File: src/design/free_index_ring_allocator_assert.svh
// Assertion macros for the free index ring allocator.
// Included by the modules that check themselves; depends on nothing else.
`ifndef FREE_INDEX_RING_ALLOCATOR_ASSERT_SVH
`define FREE_INDEX_RING_ALLOCATOR_ASSERT_SVH

`ifndef SYNTHESIS
// Check a property on every rising edge outside reset.
`define FIRA_ASSERT(lbl, clk, rst, prop) \
  lbl: assert property (@(posedge clk) disable iff (rst) prop) \
    else $error("fira: assertion failed");
// Check a property on every rising edge, reset included.
`define FIRA_ASSERT_ALWAYS(lbl, clk, prop) \
  lbl: assert property (@(posedge clk) prop) \
    else $error("fira: assertion failed");
`else
`define FIRA_ASSERT(lbl, clk, rst, prop)
`define FIRA_ASSERT_ALWAYS(lbl, clk, prop)
`endif

`endif

File: src/design/fira_pkg.sv
// Shared types and constants of the free index ring allocator.
// Used by the store, the sequencer and the top level; depends on nothing.
package fira_pkg;

  localparam int WORD_W    = 16;
  localparam int TOP_OUT_W = 10;
  localparam int NUM_SLOTS = 3;

  localparam logic [1:0] OP_ALLOC   = 2'd0;
  localparam logic [1:0] OP_RELEASE = 2'd1;
  localparam logic [1:0] OP_CELL    = 2'd2;
  localparam logic [1:0] OP_NONE    = 2'd3;

  // Port enables of the pool memory
  typedef struct packed {
    logic we;
    logic re;
  } fira_mem_ctl_t;

endpackage

File: src/design/fira_ctrl.sv
// Sequencer of the free index ring allocator: fill sweep, top pointer,
// release slots and result registers. Depends on fira_pkg and the assert macros.
`include "free_index_ring_allocator_assert.svh"

module fira_ctrl #(
  parameter int POOL_DEPTH      = 1024,
  parameter int PTR_W           = 10,
  parameter int CELL_INDEX_BITS = 12
) (
  input  logic                           clk,
  input  logic                           rst,
  input  logic                           start,
  input  logic [1:0]                     opcode,
  input  logic [fira_pkg::WORD_W-1:0]    release_index,
  input  logic [fira_pkg::WORD_W-1:0]    cell_word,
  input  logic [fira_pkg::WORD_W-1:0]    owned_first,
  input  logic [fira_pkg::WORD_W-1:0]    owned_second,
  output logic                           busy,
  output logic                           done,
  output logic [fira_pkg::WORD_W-1:0]    granted_index,
  output logic [fira_pkg::TOP_OUT_W-1:0] top_out,
  output logic [fira_pkg::WORD_W-1:0]    cell_word_out,
  output logic [fira_pkg::WORD_W-1:0]    owned_first_out,
  output logic [fira_pkg::WORD_W-1:0]    owned_second_out,
  output fira_pkg::fira_mem_ctl_t        mem_ctl,
  output logic [PTR_W-1:0]               waddr,
  output logic [fira_pkg::WORD_W-1:0]    wdata,
  output logic [PTR_W-1:0]               raddr,
  input  logic [fira_pkg::WORD_W-1:0]    rdata
);
  import fira_pkg::*;

  localparam logic [1:0] ST_INIT  = 2'd0;
  localparam logic [1:0] ST_IDLE  = 2'd1;
  localparam logic [1:0] ST_ALLOC = 2'd2;
  localparam logic [1:0] ST_WRITE = 2'd3;

  localparam logic [PTR_W-1:0] TOP_LAST  = PTR_W'(POOL_DEPTH - 1);
  localparam logic [16:0]      CELL_MASK = (17'd1 << CELL_INDEX_BITS) - 17'd1;

  logic [1:0]        state;
  logic [PTR_W-1:0]  init_addr;
  logic [PTR_W-1:0]  top;
  logic [1:0]        slot;
  logic [2:0]        slot_valid;
  logic [WORD_W-1:0] slot_data [NUM_SLOTS];
  logic              alloc_hit;
  logic [WORD_W-1:0] cell_keep;
  logic [WORD_W-1:0] own1_keep;
  logic [WORD_W-1:0] own2_keep;

  logic              accept;
  logic              alloc_go;
  logic [PTR_W-1:0]  top_inc;
  logic [PTR_W-1:0]  top_dec;
  logic [PTR_W-1:0]  top_new;
  logic [31:0]       top_new_wide;
  logic [WORD_W-1:0] cell_idx;
  logic              slot_write;
  logic              slot_last;

  assign busy     = (state != ST_IDLE);
  assign accept   = start && !busy;
  assign alloc_go = accept && (opcode == OP_ALLOC) && (top != '0);

  // Ring arithmetic on the top pointer; the depth need not be a power of two
  assign top_inc = (top == TOP_LAST) ? '0 : top + PTR_W'(1);
  assign top_dec = (top == '0) ? TOP_LAST : top - PTR_W'(1);

  assign cell_idx   = cell_word & CELL_MASK[WORD_W-1:0];
  assign slot_write = (state == ST_WRITE) && slot_valid[slot];
  assign slot_last  = (slot == 2'd2) ||
                      ((slot == 2'd1) && !slot_valid[2]) ||
                      ((slot == 2'd0) && (slot_valid[2:1] == 2'b00));

  assign top_new      = slot_write ? top_dec : top;
  assign top_new_wide = 32'(top_new);

  // Memory ports: sweep during fill, push during slot writes, read top in idle
  assign mem_ctl.we = (state == ST_INIT) || slot_write;
  assign mem_ctl.re = (state == ST_IDLE);
  assign waddr      = (state == ST_INIT) ? init_addr : top_dec;
  assign wdata      = (state == ST_INIT) ? WORD_W'(init_addr) : slot_data[slot];
  assign raddr      = top;

  always_ff @(posedge clk) begin
    if (rst) begin
      state     <= ST_INIT;
      init_addr <= '0;
      top       <= PTR_W'(1);
      done      <= 1'b0;
    end else begin
      done <= 1'b0;
      unique case (state)
        ST_INIT: begin
          init_addr <= init_addr + PTR_W'(1);
          if (init_addr == TOP_LAST) begin
            state <= ST_IDLE;
          end
        end
        ST_IDLE: begin
          if (accept) begin
            cell_keep <= cell_word;
            own1_keep <= owned_first;
            own2_keep <= owned_second;
            slot      <= 2'd0;
            unique case (opcode)
              OP_ALLOC: begin
                alloc_hit <= (top != '0);
                if (top != '0) begin
                  top <= top_inc;
                end
                state <= ST_ALLOC;
              end
              OP_RELEASE: begin
                slot_data[0] <= release_index;
                slot_valid   <= 3'b001;
                state        <= ST_WRITE;
              end
              OP_CELL: begin
                if (cell_idx != '0) begin
                  slot_data[0] <= cell_idx;
                  slot_data[1] <= owned_first;
                  slot_data[2] <= owned_second;
                  slot_valid   <= {owned_second != '0, owned_first != '0, 1'b1};
                  cell_keep    <= '0;
                  own1_keep    <= '0;
                  own2_keep    <= '0;
                  state        <= ST_WRITE;
                end else begin
                  done             <= 1'b1;
                  granted_index    <= '0;
                  top_out          <= top_new_wide[TOP_OUT_W-1:0];
                  cell_word_out    <= cell_word;
                  owned_first_out  <= owned_first;
                  owned_second_out <= owned_second;
                end
              end
              default: begin
                done             <= 1'b1;
                granted_index    <= '0;
                top_out          <= top_new_wide[TOP_OUT_W-1:0];
                cell_word_out    <= cell_word;
                owned_first_out  <= owned_first;
                owned_second_out <= owned_second;
              end
            endcase
          end
        end
        ST_ALLOC: begin
          done             <= 1'b1;
          granted_index    <= alloc_hit ? rdata : '0;
          top_out          <= top_new_wide[TOP_OUT_W-1:0];
          cell_word_out    <= cell_keep;
          owned_first_out  <= own1_keep;
          owned_second_out <= own2_keep;
          state            <= ST_IDLE;
        end
        ST_WRITE: begin
          if (slot_write) begin
            top <= top_dec;
          end
          if (slot_last) begin
            done             <= 1'b1;
            granted_index    <= '0;
            top_out          <= top_new_wide[TOP_OUT_W-1:0];
            cell_word_out    <= cell_keep;
            owned_first_out  <= own1_keep;
            owned_second_out <= own2_keep;
            state            <= ST_IDLE;
          end else begin
            slot <= slot + 2'd1;
          end
        end
        default: begin
          state <= ST_IDLE;
        end
      endcase
    end
  end

  `FIRA_ASSERT_ALWAYS(a_reset_to_fill, clk, rst |=> (state == ST_INIT))
  `FIRA_ASSERT(a_accept_progress, clk, rst, accept |=> (busy || done))
  `FIRA_ASSERT(a_write_not_idle, clk, rst, mem_ctl.we |-> (state != ST_IDLE))
  `FIRA_ASSERT(a_no_result_in_fill, clk, rst, (state == ST_INIT) |=> !done)
  `FIRA_ASSERT(a_alloc_advance, clk, rst, alloc_go |=> (top == $past(top_inc)))

endmodule

File: config.mk
export PLATFORM = sky130hd
export DESIGN_NAME = fira_ctrl
export DESIGN_NICKNAME = d
export VERILOG_FILES = /design/src/design/fira_pkg.sv /design/src/design/fira_ctrl.sv
export VERILOG_INCLUDE_DIRS = /design/src /design/src/design
export SDC_FILE = /design/constraint.sdc
export NUM_CORES = 1
export LEC_CHECK = 0
export BUFFER_PORTS_ARGS = -buffer_cell sky130_fd_sc_hd__buf_2
export CAP_MARGIN = 20
export CORE_ASPECT_RATIO = 0.8
export CORE_MARGIN = 8
export CORE_UTILIZATION = 50
export CTS_CLUSTER_DIAMETER = 150
export DETAILED_ROUTE_END_ITERATION = 16
export PLACE_DENSITY = 0.74
export SYNTH_ARGS = -nofsm -noshare
export SYNTH_HDL_FRONTEND = slang
export SYNTH_SLANG_ARGS = --single-unit
File: constraint.sdc
create_clock -name clk -period 9 [get_ports clk]
set_input_delay 1.8 -clock clk [delete_from_list [all_inputs] [get_ports clk]]
set_output_delay 1.8 -clock clk [all_outputs]
set_load 0.02 [all_outputs]
Yosys cells after proc, flatten, opt, wreduce, memory -nomap -nowiden
Memory sizes are Yosys's and may differ from the RTL's. A register that Yosys moved wholly into a read port is not among the register bits. Cells that the tools add are included. Widths: inputs -> output; s select.

Memories kept: 1. Output and inout port bits: 114. Flip-flop bits (word level): 151. RAM bits: 48. Logic and storage cells: 145.

Equal/unequal tests: 21. Mux-type cells: 72. Reduce and logical (&&, ||, !) cells: 29. Order comparisons: 1. Add/sub/neg operators: 4. Bitwise gates (word level): 2.

Memories: slot_data (depth 3, width 16, read ports 1, clocked after memory_dff 1, write ports 3, RTL line fira_ctrl.sv:46) `logic [WORD_W-1:0] slot_data [NUM_SLOTS];`.

Operator list (count): $mux 16 (21); $pmux 16 s3 (4); $pmux 16 s2 (4); $mux 10 (10); $reduce_bool 16->1 (3); $pmux 10 s2 (2); $pmux 10 s3 (1); $add 10x1->10 const B (2); $eq 10x10->1 const B (2); $mux 1 (15); $mux 2 (7); $reduce_and 4->1 (3); $logic_not 10->1 (1); $ne 2x1->1 const B (5); $reduce_and 5->1 (2); $reduce_bool 10->1 (1); $sub 10x1->10 const B (1); $eq 2x2->1 const B (4); $logic_not 2->1 (4); $ne 2x2->1 const B (4); $pmux 2 s4 (1); $eq 2x1->1 const B (3); $ne 3x3->1 const B (2); $pmux 2 s3 (1); other kinds (19) (26).

Longest topological paths before layout
Gate-level depths: netlist (run 1).

Depth after elaboration: 8. Depth in mapped cells: 10. Depth with buffers taken out: 7.

Worst setup path before layout (run 1)
No wires, ideal clock.

Path type: input port to flip-flop. Start point: input port cell_word[7] (netlist bit). End point: register cell_word_out[0] (netlist bit) (enable). Cell stages on the path: 5. Required time: 8.562 ns. Setup slack: 4.088 ns. Arrival: 4.474 ns. Buffers on the path: 1. Cell sequence: nor4_1 a31oi_1 clkbuf_1 nor4_1 o21a_1.

Cells in the longest elaborated chain, start to end: 3.

Ends and longest elaborated chain: start, declared (RTL line fira_ctrl.sv:15) `input logic [fira_pkg::WORD_W-1:0] cell_word,`; $reduce_bool 16->1 (RTL line fira_ctrl.sv:121) `if (cell_idx != '0) begin`; $ne 3x3->1 (no line); $reduce_and 6->1 (no line); end signal, assigned (RTL line fira_ctrl.sv:134) `cell_word_out <= cell_word;`; end signal, assigned (RTL line fira_ctrl.sv:143) `cell_word_out <= cell_word;`; end signal, assigned (RTL line fira_ctrl.sv:154) `cell_word_out <= cell_keep;`; end, declared (RTL line fira_ctrl.sv:22) `output logic [fira_pkg::WORD_W-1:0] cell_word_out,`.

No other way between the ends. A chain may end at the register's enable or synchronous reset.

Worst setup path in the final report (run 1)
Start point: register top[0], in the netlist raddr[0]. End point: output port waddr[1].

Cells in the longest elaborated chain, start to end: 3. Elaborated cells on any way between the ends: 4.

Ends and longest elaborated chain: start, declared (RTL line fira_ctrl.sv:43) `logic [PTR_W-1:0] top;`; start signal, assigned (RTL line fira_ctrl.sv:111) `top <= top_inc;`; start signal, assigned (RTL line fira_ctrl.sv:161) `top <= top_dec;`; $sub 10x1->10 / $logic_not 10->1 (equally long branches) (RTL line fira_ctrl.sv:68) `assign top_dec = (top == '0) ? TOP_LAST : top - PTR_W'(1);`; $mux 10 (*) (RTL line fira_ctrl.sv:68); $mux 10 (*) (RTL line fira_ctrl.sv:82) `assign waddr = (state == ST_INIT) ? init_addr : top_dec;`; end, declared (RTL line fira_ctrl.sv:26) `output logic [PTR_W-1:0] waddr,`.

Every way passes the cells marked *; elsewhere a longest branch is shown, timed or not.

==> summary.txt, run 1 <==
Setup path
  – CP max stage delay: 0.44 ns
  – Worst Setup End Kind: output port
  – CP Class: reg2out
  – Largest fanout on the critical path: 13
  – Sequence of cells on the critical path: inv_1 > ha_1 > nor3b_4 > nand3_1 > a31oi_1 > buf_2
  – Crit path buf inv count: 2
  – Worst path required time: between 7 and 8 ns
  – Top delay family on crit path: simple AND/OR/NAND/NOR gates
  – Crit path arrival time: between 2 and 3 ns
  – Setup slack, reg-to-reg: 6.20 ns
  – CP Launch Type: flip-flop
  – Max stage delay cell, worst path: dfxtp_1

STA
  – Unrepaired setup endpoints after global routing: no
  – Worst setup margin: approximately 4.5 ns
  – Crit share post-route: 49.5%
  – Layout Skew: 0.0111 ns
  – Slew HR: between 20 and 30%
  – Fmax: approximately 220 MHz
  – Fin crit period: 4.45 ns
  – Setup_tns: 0 ns
  – Setup violators final: 0
  – Hold Vio Cnt, Final: 0
  – Worst Tran Pin Value: 1.06 ns
  – Final Max Slew Viols: 0

Final layout
  – Post-layout util: 60.1%
  – Synth-to-layout area growth: 18.8%
  – Final Instance Area: 10800 um^2
  – Share of cells above drive strength 1: around 34%
  – # diodes: 0
  – Layout Nets: 975
  – Fin cells: approximately 1100

Floorplanning
  – Core Area: around 18000 um^2
  – Die W: 167 um
  – I/O pin count: between 150 and 200
  – Initial Utilization: 50.6%
  – Die area: 22800 um^2
  – Height of the die: 137 um
  – FP Rows: 44

Yosys
  – Count of cell types in the netlist: 65
  – Top FF cell, synth: edfxtp_1
  – Synth Register Bits: 200
  – Dominant cells by area after synthesis: edfxtp_1 (58%), mux2_2 (6.8%), dfxtp_1 (5.5%), nor2b_1 (3.4%), nor2_1 (2.2%)
  – Yosys top cell by area: edfxtp_1
  – EDFF count, synth: 175
  – Syn Inst Count: 700
  – Register area share after synthesis: between 60 and 70%
  – Syn Nets: 794
  – Synth top area share: roughly 58%
  – Avg Cell Area, Syn: 13.0 um^2
  – Mapped Area: 9110 um^2
  – Warnings, synthesis: 0
  – Async set-reset flop share out of synthesis: 0%

Placed design
  – Gpl congestion: between 0.9 and 1
  – Placed insts: 1091
  – Number of port buffers: 198
  – Dpl hpwl: 15900 um
  – Dpl ws: 4.26 ns
  – Placed Area: 10200 um^2

Clocking
  – Cts hold-fix bufs: 0
  – Worst-case clock buffer depth: 2
  – Clock transition at the registers of the reported paths: roughly 0.070 ns
  – Clock insertion delay at the later pin of the skew report: approximately 0.44 ns
  – H-tree depth: 4
  – Root buf cell: clkbuf_16
  – CTS tree: done
  – Post-CTS sizing: 0
  – Clock sinks: 200
  – Total setup buffers inserted after CTS: 0
  – Num CTS Buffers: 17

GRT
  – Number of antenna violations at the first check in global routing: 3
  – Tot GR Track Use: 19.5%
  – GR Overflow Total: 0
  – Largest net degree at the start of global routing: 75
  – First-pass GRT wire length: 34300 um
  – Vias in the first global route: 6103

Power
  – Power density cells: 171 nW/um^2
  – Leak Pwr: 4.18 nW
  – Worst VDD drop: 0.132 mV

Routing
  – Drt via density: 5.57
  – DR vias: 6257
  – DRC: 0
  – First DRT Iteration DRCs: 484
  – Post-DRT Antenna Nets: 0
  – Average wire per standard cell: 19.7 um
  – Drt total wl: 22200 um
  – 1st-pass router iterations: 5

Job
  – Count of maximum capacitance violations: 0

Hold path
  – Min-delay worst type: reg2reg

Outcome
  – Status: finished clean
==> stage by stage <==
stage	power, mW	hold WS (ns)
floorplan	1.09	0.472
global placement	1.13	0.503
detailed placement	1.14	0.508
CTS	1.86	0.517
global route	1.90	0.552
finish	1.85	0.520
==> synthesized netlist by cell type (2+ instances only) <==
| cell type | instances |
|---|---|
| and4_1 | 2 |
| a211oi_2 | 2 |
| nand3b_1 | 2 |
| nor4_1 | 12 |
| buf_1 | 2 |
| o211ai_1 | 3 |
| and3_1 | 5 |
| o41a_1 | 2 |
| nor2b_1 | 50 |
| and2_1 | 25 |
| nand2_1 | 35 |
| nor2_1 | 53 |
| nor3_1 | 7 |
| o21ai_0 | 26 |
| a31oi_1 | 11 |
| mux2i_1 | 17 |
| nand4_1 | 6 |
| mux2_1 | 8 |
| buf_2 | 9 |
| o31ai_1 | 3 |
| xnor2_1 | 7 |
| xor2_1 | 11 |
| buf_6 | 2 |
| mux2_2 | 55 |
| buf_4 | 5 |
| edfxtp_1 | 175 |
| or3_1 | 7 |
| inv_1 | 12 |
| o21ai_1 | 3 |
| nand2b_1 | 2 |
| o21a_1 | 4 |
| dfxtp_1 | 25 |
| nand3_1 | 12 |
| clkbuf_1 | 23 |
| a41oi_1 | 4 |
| o211a_1 | 3 |
| nor3_4 | 2 |
| ha_1 | 9 |
| a21oi_1 | 33 |
==> layer usage <==
layer | global-route usage [%] | vias to the layer above | wire length (um)
li1 | - | 2952 | -
met1 | 26.0 | 3006 | 9890
met2 | 29.4 | 267 | 9700
met3 | 7.32 | 26 | 2360
met4 | 5.54 | 6 | 209
met5 | 0 | - | 39
==> cell usage in the layout (no fill, tap or decap), drive strengths merged, types with 5 or more instances in the layout <==
cell type and n:
mux2i 17, nand2 36, dfxtp 25, nor2b 50
nand4 6, nand3 12, buf 203, inv 19
or3 8, nor2 54, and2 25, xnor2 7
a31oi 11, ha 9, clkbuf 19, nor3 10
edfxtp 175, o21ai 29, nor4 12, o21a 5
and3 6, a21oi 33, xor2 11, mux2 63
==> power by group <==
part / switching [mW] / leakage [nW] / total [mW] / internal (mW)
logic: 0.0576 / 2.10 / 0.103 / 0.0458
registers: 0.00555 / 1.81 / 1.01 / 1.01
clock network: 0.346 / 0.267 / 0.731 / 0.385
total: 0.409 / 4.18 / 1.85 / 1.44
==> registers in the layout, indices dropped and copies added (netlist names), named ones only <==
| name | flops |
|---|---|
| slot_data | 48 |
| cell_keep | 16 |
| cell_word_out | 16 |
| granted_index | 16 |
| own1_keep | 16 |
| own2_keep | 16 |
| owned_first_out | 16 |
| owned_second_out | 16 |
| init_addr | 10 |
| raddr | 10 |
| top_out | 10 |
| slot | 2 |
| slot_valid | 2 |
| state | 2 |
| alloc_hit | 1 |
| done | 1 |
==> cell type report <==
class	count	area, um^2
Sequential cell	200	5760
Tap cell	230	288
Inverter	13	48.8
Multi-Input combinational cell	446	3130
Clock buffer	19	433
Fill cell	1485	7180
Timing Repair Buffer	203	1050
Clock inverter	13	116
==> final timing paths <==
path | from | endpoint | depth (start not counted)
worst max-delay path | raddr[0]$_SDFFE_PP1P_ | waddr[1] | 6
worst min-delay path | init_addr[1]$_SDFFE_PP0P_ | init_addr[1]$_SDFFE_PP0P_ | 2
worst max register to register | state[1]$_SDFFE_PP0P_ | slot_data[0][13]$_SDFFCE_PP0P_ | 5
worst min register to register | init_addr[1]$_SDFFE_PP0P_ | init_addr[1]$_SDFFE_PP0P_ | 2
==> worst min-delay path: stages, from the launching register on <==
cell     delay [ns]
dfxtp_1        0.35
nand2_1        0.07
a21oi_1        0.05
==> cells by family after synthesis <==
logic type | share of synthesized area (%)
AO/OA/AOI/OAI | 7.50
XOR/XNOR | 1.73
adder cells (fa/ha/maj) | 1.24
buffers and inverters | 2.72
AND/OR/NAND/NOR | 14.0
multiplexers | 9.65
flip-flops | 63.2
Power figures use the tool's default switching activity.
==> run 2: changes to the inputs <==
==> constraint.sdc (replaced) <==
create_clock -name clk -period 4.1 [get_ports clk]
set_input_delay 0.82 -clock clk [delete_from_list [all_inputs] [get_ports clk]]
set_output_delay 0.82 -clock clk [all_outputs]
set_load 0.02 [all_outputs]
==> run 2 against run 1 <==
Setup slack lost 3.9 ns. Design area grew 0.54%. Sequential power grew 120%. Clock power grew 130%. Sequential cell count is the same. Via count is essentially flat. Critical endpoint unchanged.
==> summary.txt, run 2 (synthesis results as in run 1) <==
Setup path
  – Crit path arrival time: 2.60 ns (-0.05 ns)
  – CP Launch Type: flip-flop
  – Worst path required time: 3.28 ns (-3.92 ns)
  – Largest fanout on the critical path: 13 (unchanged)
  – Worst Setup End Kind: output port
  – CP Class: reg2out
  – Reg2reg start: state[1]$_SDFFE_PP0P_
  – Worst setup path start: raddr[0]$_SDFFE_PP1P_
  – Worst r2r path cells: 6 (+1)

Final layout
  – Commonest non-fill, non-tap cell in the layout: buf_2
  – Synth-to-layout area growth: 19.4%
  – Layout Nets: 979 (+0.41%)
  – Commonest cells after routing, fill and taps aside: buf_2 (198), edfxtp_1 (175), mux2_2 (55)
  – Area of the multi-input gates: 3130 um^2 (unchanged)
  – Register area: 5760 um^2 (unchanged)
  – Filler cells: 1464 (-1.4%)
  – Share of cells above drive strength 1: 34.3% (+0.070 points)
  – Top reg by flops: slot_data
  – Max FFs per register: 48 (unchanged)
  – Final Instance Area: 10900 um^2 (+0.54%)

Floorplanning
  – FP Rows: 44 (unchanged)
  – Initial Utilization: 50.6% (unchanged)
  – I/O pin count: 199 (unchanged)
  – Core Area: 18000 um^2 (unchanged)
  – Die W: 167 um (unchanged)
  – Die area: 22800 um^2 (unchanged)
  – Height of the die: 137 um (unchanged)

STA
  – Setup violators final: 0 (unchanged)
  – Setup_tns: 0 ns (unchanged)
  – Fmax: 292 MHz
  – Worst Tran Pin Value: 0.990 ns (-0.0676 ns)
  – Layout Skew: 0.0112 ns (+0.000131 ns)
  – Worst setup margin: 0.677 ns (-3.87 ns)
  – Final Max Slew Viols: 0 (unchanged)
  – Fin crit period: 3.42 ns
  – Unrepaired setup endpoints after global routing: no
  – Slew HR: 33.9% (+4.4 points)
  – Hold Slack: 0.513 ns (-0.00714 ns)
  – Crit share post-route: 83.5%
  – Hold Vio Cnt, Final: 0 (unchanged)

Routing
  – Post-DRT Antenna Nets: 0 (unchanged)
  – Met2 wire len: 9960 um (+2.7%)
  – M1 WL: 10200 um (+3.2%)
  – DR vias: 6251 (-0.096%)
  – Drt via density: 5.54 (-0.54%)
  – DR top layer: met5
  – DRC: 0 (unchanged)
  – First DRT Iteration DRCs: 566 (+17%)
  – 1st-pass router iterations: 5 (unchanged)
  – Average wire per standard cell: 20.0 um (+1.2%)
  – Routed wl met3: 2200 um (-6.7%)
  – Drt total wl: 22600 um (+1.7%)

Power
  – Power density cells: 379 nW/um^2 (+120%)
  – Leak Pwr: 4.21 nW (+0.75%)
  – Worst VDD drop: 0.273 mV (+110%)
  – Total Power: 4.12 mW (+120%)

Clocking
  – H-tree depth: 4 (unchanged)
  – Total setup buffers inserted after CTS: 0 (unchanged)
  – Worst-case clock buffer depth: 2 (unchanged)
  – CTS tree: done
  – Clock insertion delay at the later pin of the skew report: 0.43 ns (about the same)
  – Cts hold-fix bufs: 0 (unchanged)
  – Post-CTS sizing: 0 (unchanged)
  – Clock transition at the registers of the reported paths: 0.07 ns (about the same)
  – Num CTS Buffers: 17 (unchanged)
  – Clock sinks: 200 (unchanged)
  – Root buf cell: clkbuf_16

Hold path
  – Hold depth: 2 (unchanged)
  – Hold Path Origin: init_addr[9]$_SDFFE_PP0P_
  – Min-delay worst type: reg2reg

GRT
  – First-pass GRT wire length: 34900 um (+1.7%)
  – Vias in the first global route: 6133 (+0.49%)
  – Number of antenna violations at the first check in global routing: 3 (unchanged)
  – GR Overflow Total: 0 (unchanged)
  – Largest net degree at the start of global routing: 44 (-41%)
  – Tot GR Track Use: 19.9% (+0.41 points)

Outcome
  – Status: finished clean

Placed design
  – Placed Area: 10300 um^2 (+0.41%)
  – Gpl congestion: 0.892 (-3.7%)
  – Dpl ws: 0.751 ns (-3.51 ns)
  – Dpl hpwl: 16300 um (+3.1%)
  – Number of port buffers: 198 (unchanged)

Job
  – Count of maximum capacitance violations: 0 (unchanged)
[run 2: cell count changes in the layout (fill, tap and decap cells not counted), sizes merged]
cell	delta
buf	+4
bufinv	+1
clkinv	+1
clkinvlp	-1
diode	+1
inv	-1
[run 2: layer usage]
layer / GRT usage [%] / vias to the layer above
met3: 6.98 / 18
met2: 30.2 / 273
li1: - / 2964
met1: 27.2 / 2990
met5: 0 / -
met4: 4.09 / 6
[run 2: metrics by stage]
step / utilization (%) / cells
final: 60.4 / 1129
after global routing: 60.4 / 1128
after CTS: 60.3 / 1127
after detailed placement: 57.2 / 1095
after global placement: 57.2 / 1095
after floorplan: - / 700
[run 2: layout make-up]
cell class                      instances  area share, %
Sequential cell                       200           52.9
Multi-Input combinational cell        446           28.8
Clock inverter                         13           1.31
Inverter                               13          0.448
Antenna cell                            1         0.0230
Clock buffer                           19           3.98
Tap cell                              230           2.64
Timing Repair Buffer                  207           9.91
[run 2: worst max-delay path: stages, from the launching register on]
cell and delay, ns:
dfxtp_1 0.44, inv_1 0.16, ha_1 0.35, nor3b_4 0.27, nand3_1 0.34, a31oi_1 0.39, buf_2 0.23
[run 2: report_power, final]
group	switching (mW)	total [mW]	internal, mW	leakage, nW
sequential	0.0121	2.22	2.21	1.81
clock	0.766	1.67	0.908	0.277
combinational	0.126	0.227	0.100	2.12
[run 2: final timing paths]
kind / endpoint / slack [ns]
max: waddr[1] / 0.68
min: init_addr[9]$_SDFFE_PP0P_ / 0.51
max reg2reg: slot_data[2][0]$_DFFE_PP_ / 1.20
min reg2reg: init_addr[9]$_SDFFE_PP0P_ / 0.51
==> run 3: changes to the inputs <==
--- a/config.mk
+++ b/config.mk
@@ -6,14 +6,15 @@
 export SDC_FILE = /design/constraint.sdc
 export NUM_CORES = 1
 export LEC_CHECK = 0
+export ABC_AREA = 1
 export BUFFER_PORTS_ARGS = -buffer_cell sky130_fd_sc_hd__buf_2
 export CAP_MARGIN = 20
 export CORE_ASPECT_RATIO = 0.8
 export CORE_MARGIN = 8
-export CORE_UTILIZATION = 50
+export CORE_UTILIZATION = 49
 export CTS_CLUSTER_DIAMETER = 150
 export DETAILED_ROUTE_END_ITERATION = 16
-export PLACE_DENSITY = 0.74
+export PLACE_DENSITY = 0.76
 export SYNTH_ARGS = -nofsm -noshare
 export SYNTH_HDL_FRONTEND = slang
 export SYNTH_SLANG_ARGS = --single-unit
==> constraint.sdc (replaced) <==
create_clock -name clk -period 2.95 [get_ports clk]
set_input_delay 0.59 -clock clk [delete_from_list [all_inputs] [get_ports clk]]
set_output_delay 0.59 -clock clk [all_outputs]
set_load 0.02 [all_outputs]
==> run 3 against run 2 <==
Total power rose by 35%. Design area rose by 0.18%. Critical path depth rose by 3. Sequential power rose by 38%. Clock-buffer cell count fell by 2. Utilization fell by 0.44 points. First-iteration DRC count rose by 8.1%. Setup slack got worse by 0.46 ns. Non-clock buffer count rose by 4. Wire length rose by 3.9%. Critical path type unchanged.
==> summary.txt, run 3 <==
Setup path
  – Max stage delay cell, worst path: dfxtp_1
  – Reg2reg start: slot[0]$_DFFE_PP_
  – Sequence of cells on the critical path: inv_1 > ha_1 > nand2_1 > nor2_2 > nand2_1 > nor2_1 > o21ai_0 > nand2_1 > buf_2
  – Crit-path most repeated cell: nand2_1
  – CP max stage delay: 0.38 ns (-0.06 ns)
  – Worst setup path start: raddr[0]$_SDFFE_PP1P_
  – Largest fanout on the critical path: 7 (-6)
  – Crit path arrival time: 2.14 ns (-0.46 ns)
  – CP Class: reg2out
  – CP Launch Type: flip-flop
  – Worst path required time: 2.36 ns (-0.92 ns)
  – Worst Setup End Kind: output port

STA
  – Crit share post-route: around 93%
  – Fin crit period: 2.73 ns
  – Fmax: 366 MHz
  – Unrepaired setup endpoints after global routing: no
  – Final Max Slew Viols: 0 (unchanged)
  – Worst Tran Pin Value: 0.671 ns (-0.319 ns)
  – Setup violators final: 0 (unchanged)
  – Layout Skew: 0.00910 ns (-0.00213 ns)
  – Slew HR: 55.1% (+21 points)
  – Hold Vio Cnt, Final: 0 (unchanged)
  – Setup_tns: 0 ns (unchanged)

Floorplanning
  – FP Rows: 44 (unchanged)
  – Height of the die: 138 um (+0.87%)
  – Core Area: 18200 um^2 (+0.92%)
  – Initial Utilization: 50.1% (-0.49 points)
  – Die W: 168 um (+0.89%)
  – I/O pin count: 199 (unchanged)
  – Die area: 23200 um^2 (+1.8%)

Yosys
  – Synth top area share: 57.7% (about the same)
  – Count of cell types in the netlist: 37 (-43%)
  – Syn Inst Count: 929 (+33%)
  – Synth Register Bits: 200 (unchanged)
  – Dominant cells by area after synthesis: edfxtp_1 (58%), nand2_1 (6.9%), nor2_1 (5.6%), inv_1 (5.6%), dfxtp_1 (5.5%)
  – Post-synth top cells: edfxtp_1 (175), nand2_1 (168), nor2_1 (136)
  – EDFF count, synth: 175 (unchanged)
  – Mapped Area: 9110 um^2 (about the same)
  – Most frequent cell after synthesis: edfxtp_1
  – Warnings, synthesis: 0 (unchanged)
  – Syn Nets: 1023 (+29%)
  – Register area share after synthesis: 63.2% (about the same)
  – Avg Cell Area, Syn: 9.80 um^2 (-25%)
  – Async set-reset flop share out of synthesis: 0% (unchanged)
  – Top FF cell, synth: edfxtp_1
  – Yosys top cell by area: edfxtp_1

Clocking
  – Cts hold-fix bufs: 0 (unchanged)
  – CTS tree: done
  – Clock transition at the registers of the reported paths: 0.07 ns (about the same)
  – Clock sinks: 200 (unchanged)
  – H-tree depth: 4 (unchanged)
  – Clock insertion delay at the later pin of the skew report: 0.44 ns (about the same)
  – Root buf cell: clkbuf_16
  – Worst-case clock buffer depth: 2 (unchanged)
  – Num CTS Buffers: 17 (unchanged)

Power
  – Worst VDD drop: 0.425 mV (+55%)
  – Power density cells: 511 nW/um^2 (+35%)
  – Leak Pwr: 4.72 nW (+12%)

GRT
  – Largest net degree at the start of global routing: 67 (+52%)
  – Tot GR Track Use: 19.9% (+0.031 points)
  – GR Overflow Total: 0 (unchanged)
  – Number of antenna violations at the first check in global routing: 2 (-1)
  – Vias in the first global route: 6584 (+7.4%)
  – First-pass GRT wire length: 35500 um (+1.7%)

Final layout
  – Commonest non-fill, non-tap cell in the layout: buf_2
  – Share of cells above drive strength 1: 24.2% (-10 points)
  – Max FFs per register: 48 (unchanged)
  – Commonest cells after routing, fill and taps aside: buf_2 (198), edfxtp_1 (175), nand2_1 (167)
  – Layout Nets: 1212 (+24%)
  – Fin cells: 1362 (+21%)
  – Synth-to-layout area growth: 19.7%
  – Filler cells: 1567 (+7.0%)
  – Top reg by flops: slot_data

Hold path
  – Min-delay worst type: in2reg
  – Hold Path Origin: owned_second[7]

Routing
  – Drt total wl: 23400 um (+3.9%)
  – DRC: 0 (unchanged)
  – Post-DRT Antenna Nets: 0 (unchanged)
  – Average wire per standard cell: 17.2 um (-14%)
  – Drt via density: 5.17 (-6.7%)
  – First DRT Iteration DRCs: 612 (+8.1%)
  – 1st-pass router iterations: 5 (unchanged)
  – DR vias: 7035 (+13%)

Job
  – Count of maximum capacitance violations: 0 (unchanged)

Outcome
  – Status: finished clean

Placed design
  – Gpl congestion: 0.906 (+1.5%)
  – Placed insts: 1329 (+21%)
  – Dpl hpwl: 17200 um (+5.2%)
  – Number of port buffers: 198 (unchanged)
==> run 3: cell types whose count changed in the layout (fill, tap and decap cells not counted), sizes merged, moves of 9 or more <==
| cell | previous run | this run |
|---|---|---|
| and2 | 25 | 4 |
| mux2 | 63 | 6 |
| o21ai | 29 | 115 |
| a31oi | 11 | 0 |
| mux2i | 17 | 0 |
| inv | 18 | 145 |
| nand2 | 36 | 170 |
| a21oi | 33 | 24 |
| nor2b | 50 | 0 |
| nand3 | 12 | 29 |
| nor2 | 54 | 142 |
==> run 3: layout make-up <==
cell class                 count  area, um^2  area share (%)
clock buffer                  17         425            3.90
inverter                     141         534            4.90
tap                          230         288            2.64
timing repair buffer         211        1100            10.1
sequential                   200        5760            52.8
antenna                        1        2.50          0.0230
multi-input combinational    547        2650            24.3
clock inverter                15         143            1.31
==> run 3: routing by layer <==
metal / GRT usage, % / routed length, um
met4: 7.37 / 649
met3: 5.80 / 1990
met2: 31.0 / 10700
met1: 26.2 / 10000
met5: 0 / 26
==> run 3: final timing paths <==
path | end | slack (ns) | cells past startpoint
worst min register to register | init_addr[3]$_SDFFE_PP0P_ | 0.50 | 2
worst max register to register | top_out[7]$_DFFE_PP_ | 0.72 | 9
worst min-delay path | slot_data[2][7]$_DFFE_PP_ | 0.37 | 1
worst max-delay path | waddr[0] | 0.22 | 9
==> run 3: power by group <==
| part | switching [mW] | total (mW) | internal (mW) |
|---|---|---|---|
| Sequential | 0.00352 | 3.07 | 3.07 |
| Clock | 1.09 | 2.27 | 1.18 |
| Combinational | 0.145 | 0.232 | 0.0874 |
==> run 3: cell families (layout without fill, tap and decap cells) <==
family | after synthesis | count (layout) | synth area share [%]
AND/OR/NAND/NOR | 365 | 365 | 16.6
XOR/XNOR | 7 | 7 | 0.673
buffers and inverters | 182 | 384 | 8.07
multiplexers | 6 | 6 | 0.742
flip-flops | 200 | 200 | 63.2
AO/OA/AOI/OAI | 160 | 160 | 9.52
other | 0 | 1 | 0
adder cells (fa/ha/maj) | 9 | 9 | 1.24
==> run 3: repair_timing <==
action / 4_1_cts / 5_1_grt
endpoints found under the setup margin: 0 / 2
buffers inserted: 0 / 0
gates resized for setup: 0 / 1
==> run 3: through the flow <==
step | instance area [um^2] | utilization [%] | power [mW] | setup slack [ns] | hold slack, ns
floorplan | 9130 | - | 3.24 | 0.00153 | 0.465
global placement | 10300 | 56.9 | 3.36 | 0.534 | 0.481
detailed placement | 10300 | 56.9 | 3.37 | 0.473 | 0.487
CTS | 10900 | 60.0 | 5.60 | 0.117 | 0.353
global route | 10900 | 60.0 | 5.74 | 0.0762 | 0.341
finish | 10900 | 60.0 | 5.58 | 0.221 | 0.367
==> run 3: critical path: cells and delay by family (launching register included) <==
kind / cells / cell delay (ns)
and+or+nand+nor: 5 / 0.61
DFF: 1 / 0.38
buffers and inverters: 2 / 0.35
adders and majority gates: 1 / 0.25
AOI/OAI and AO/OA: 1 / 0.12
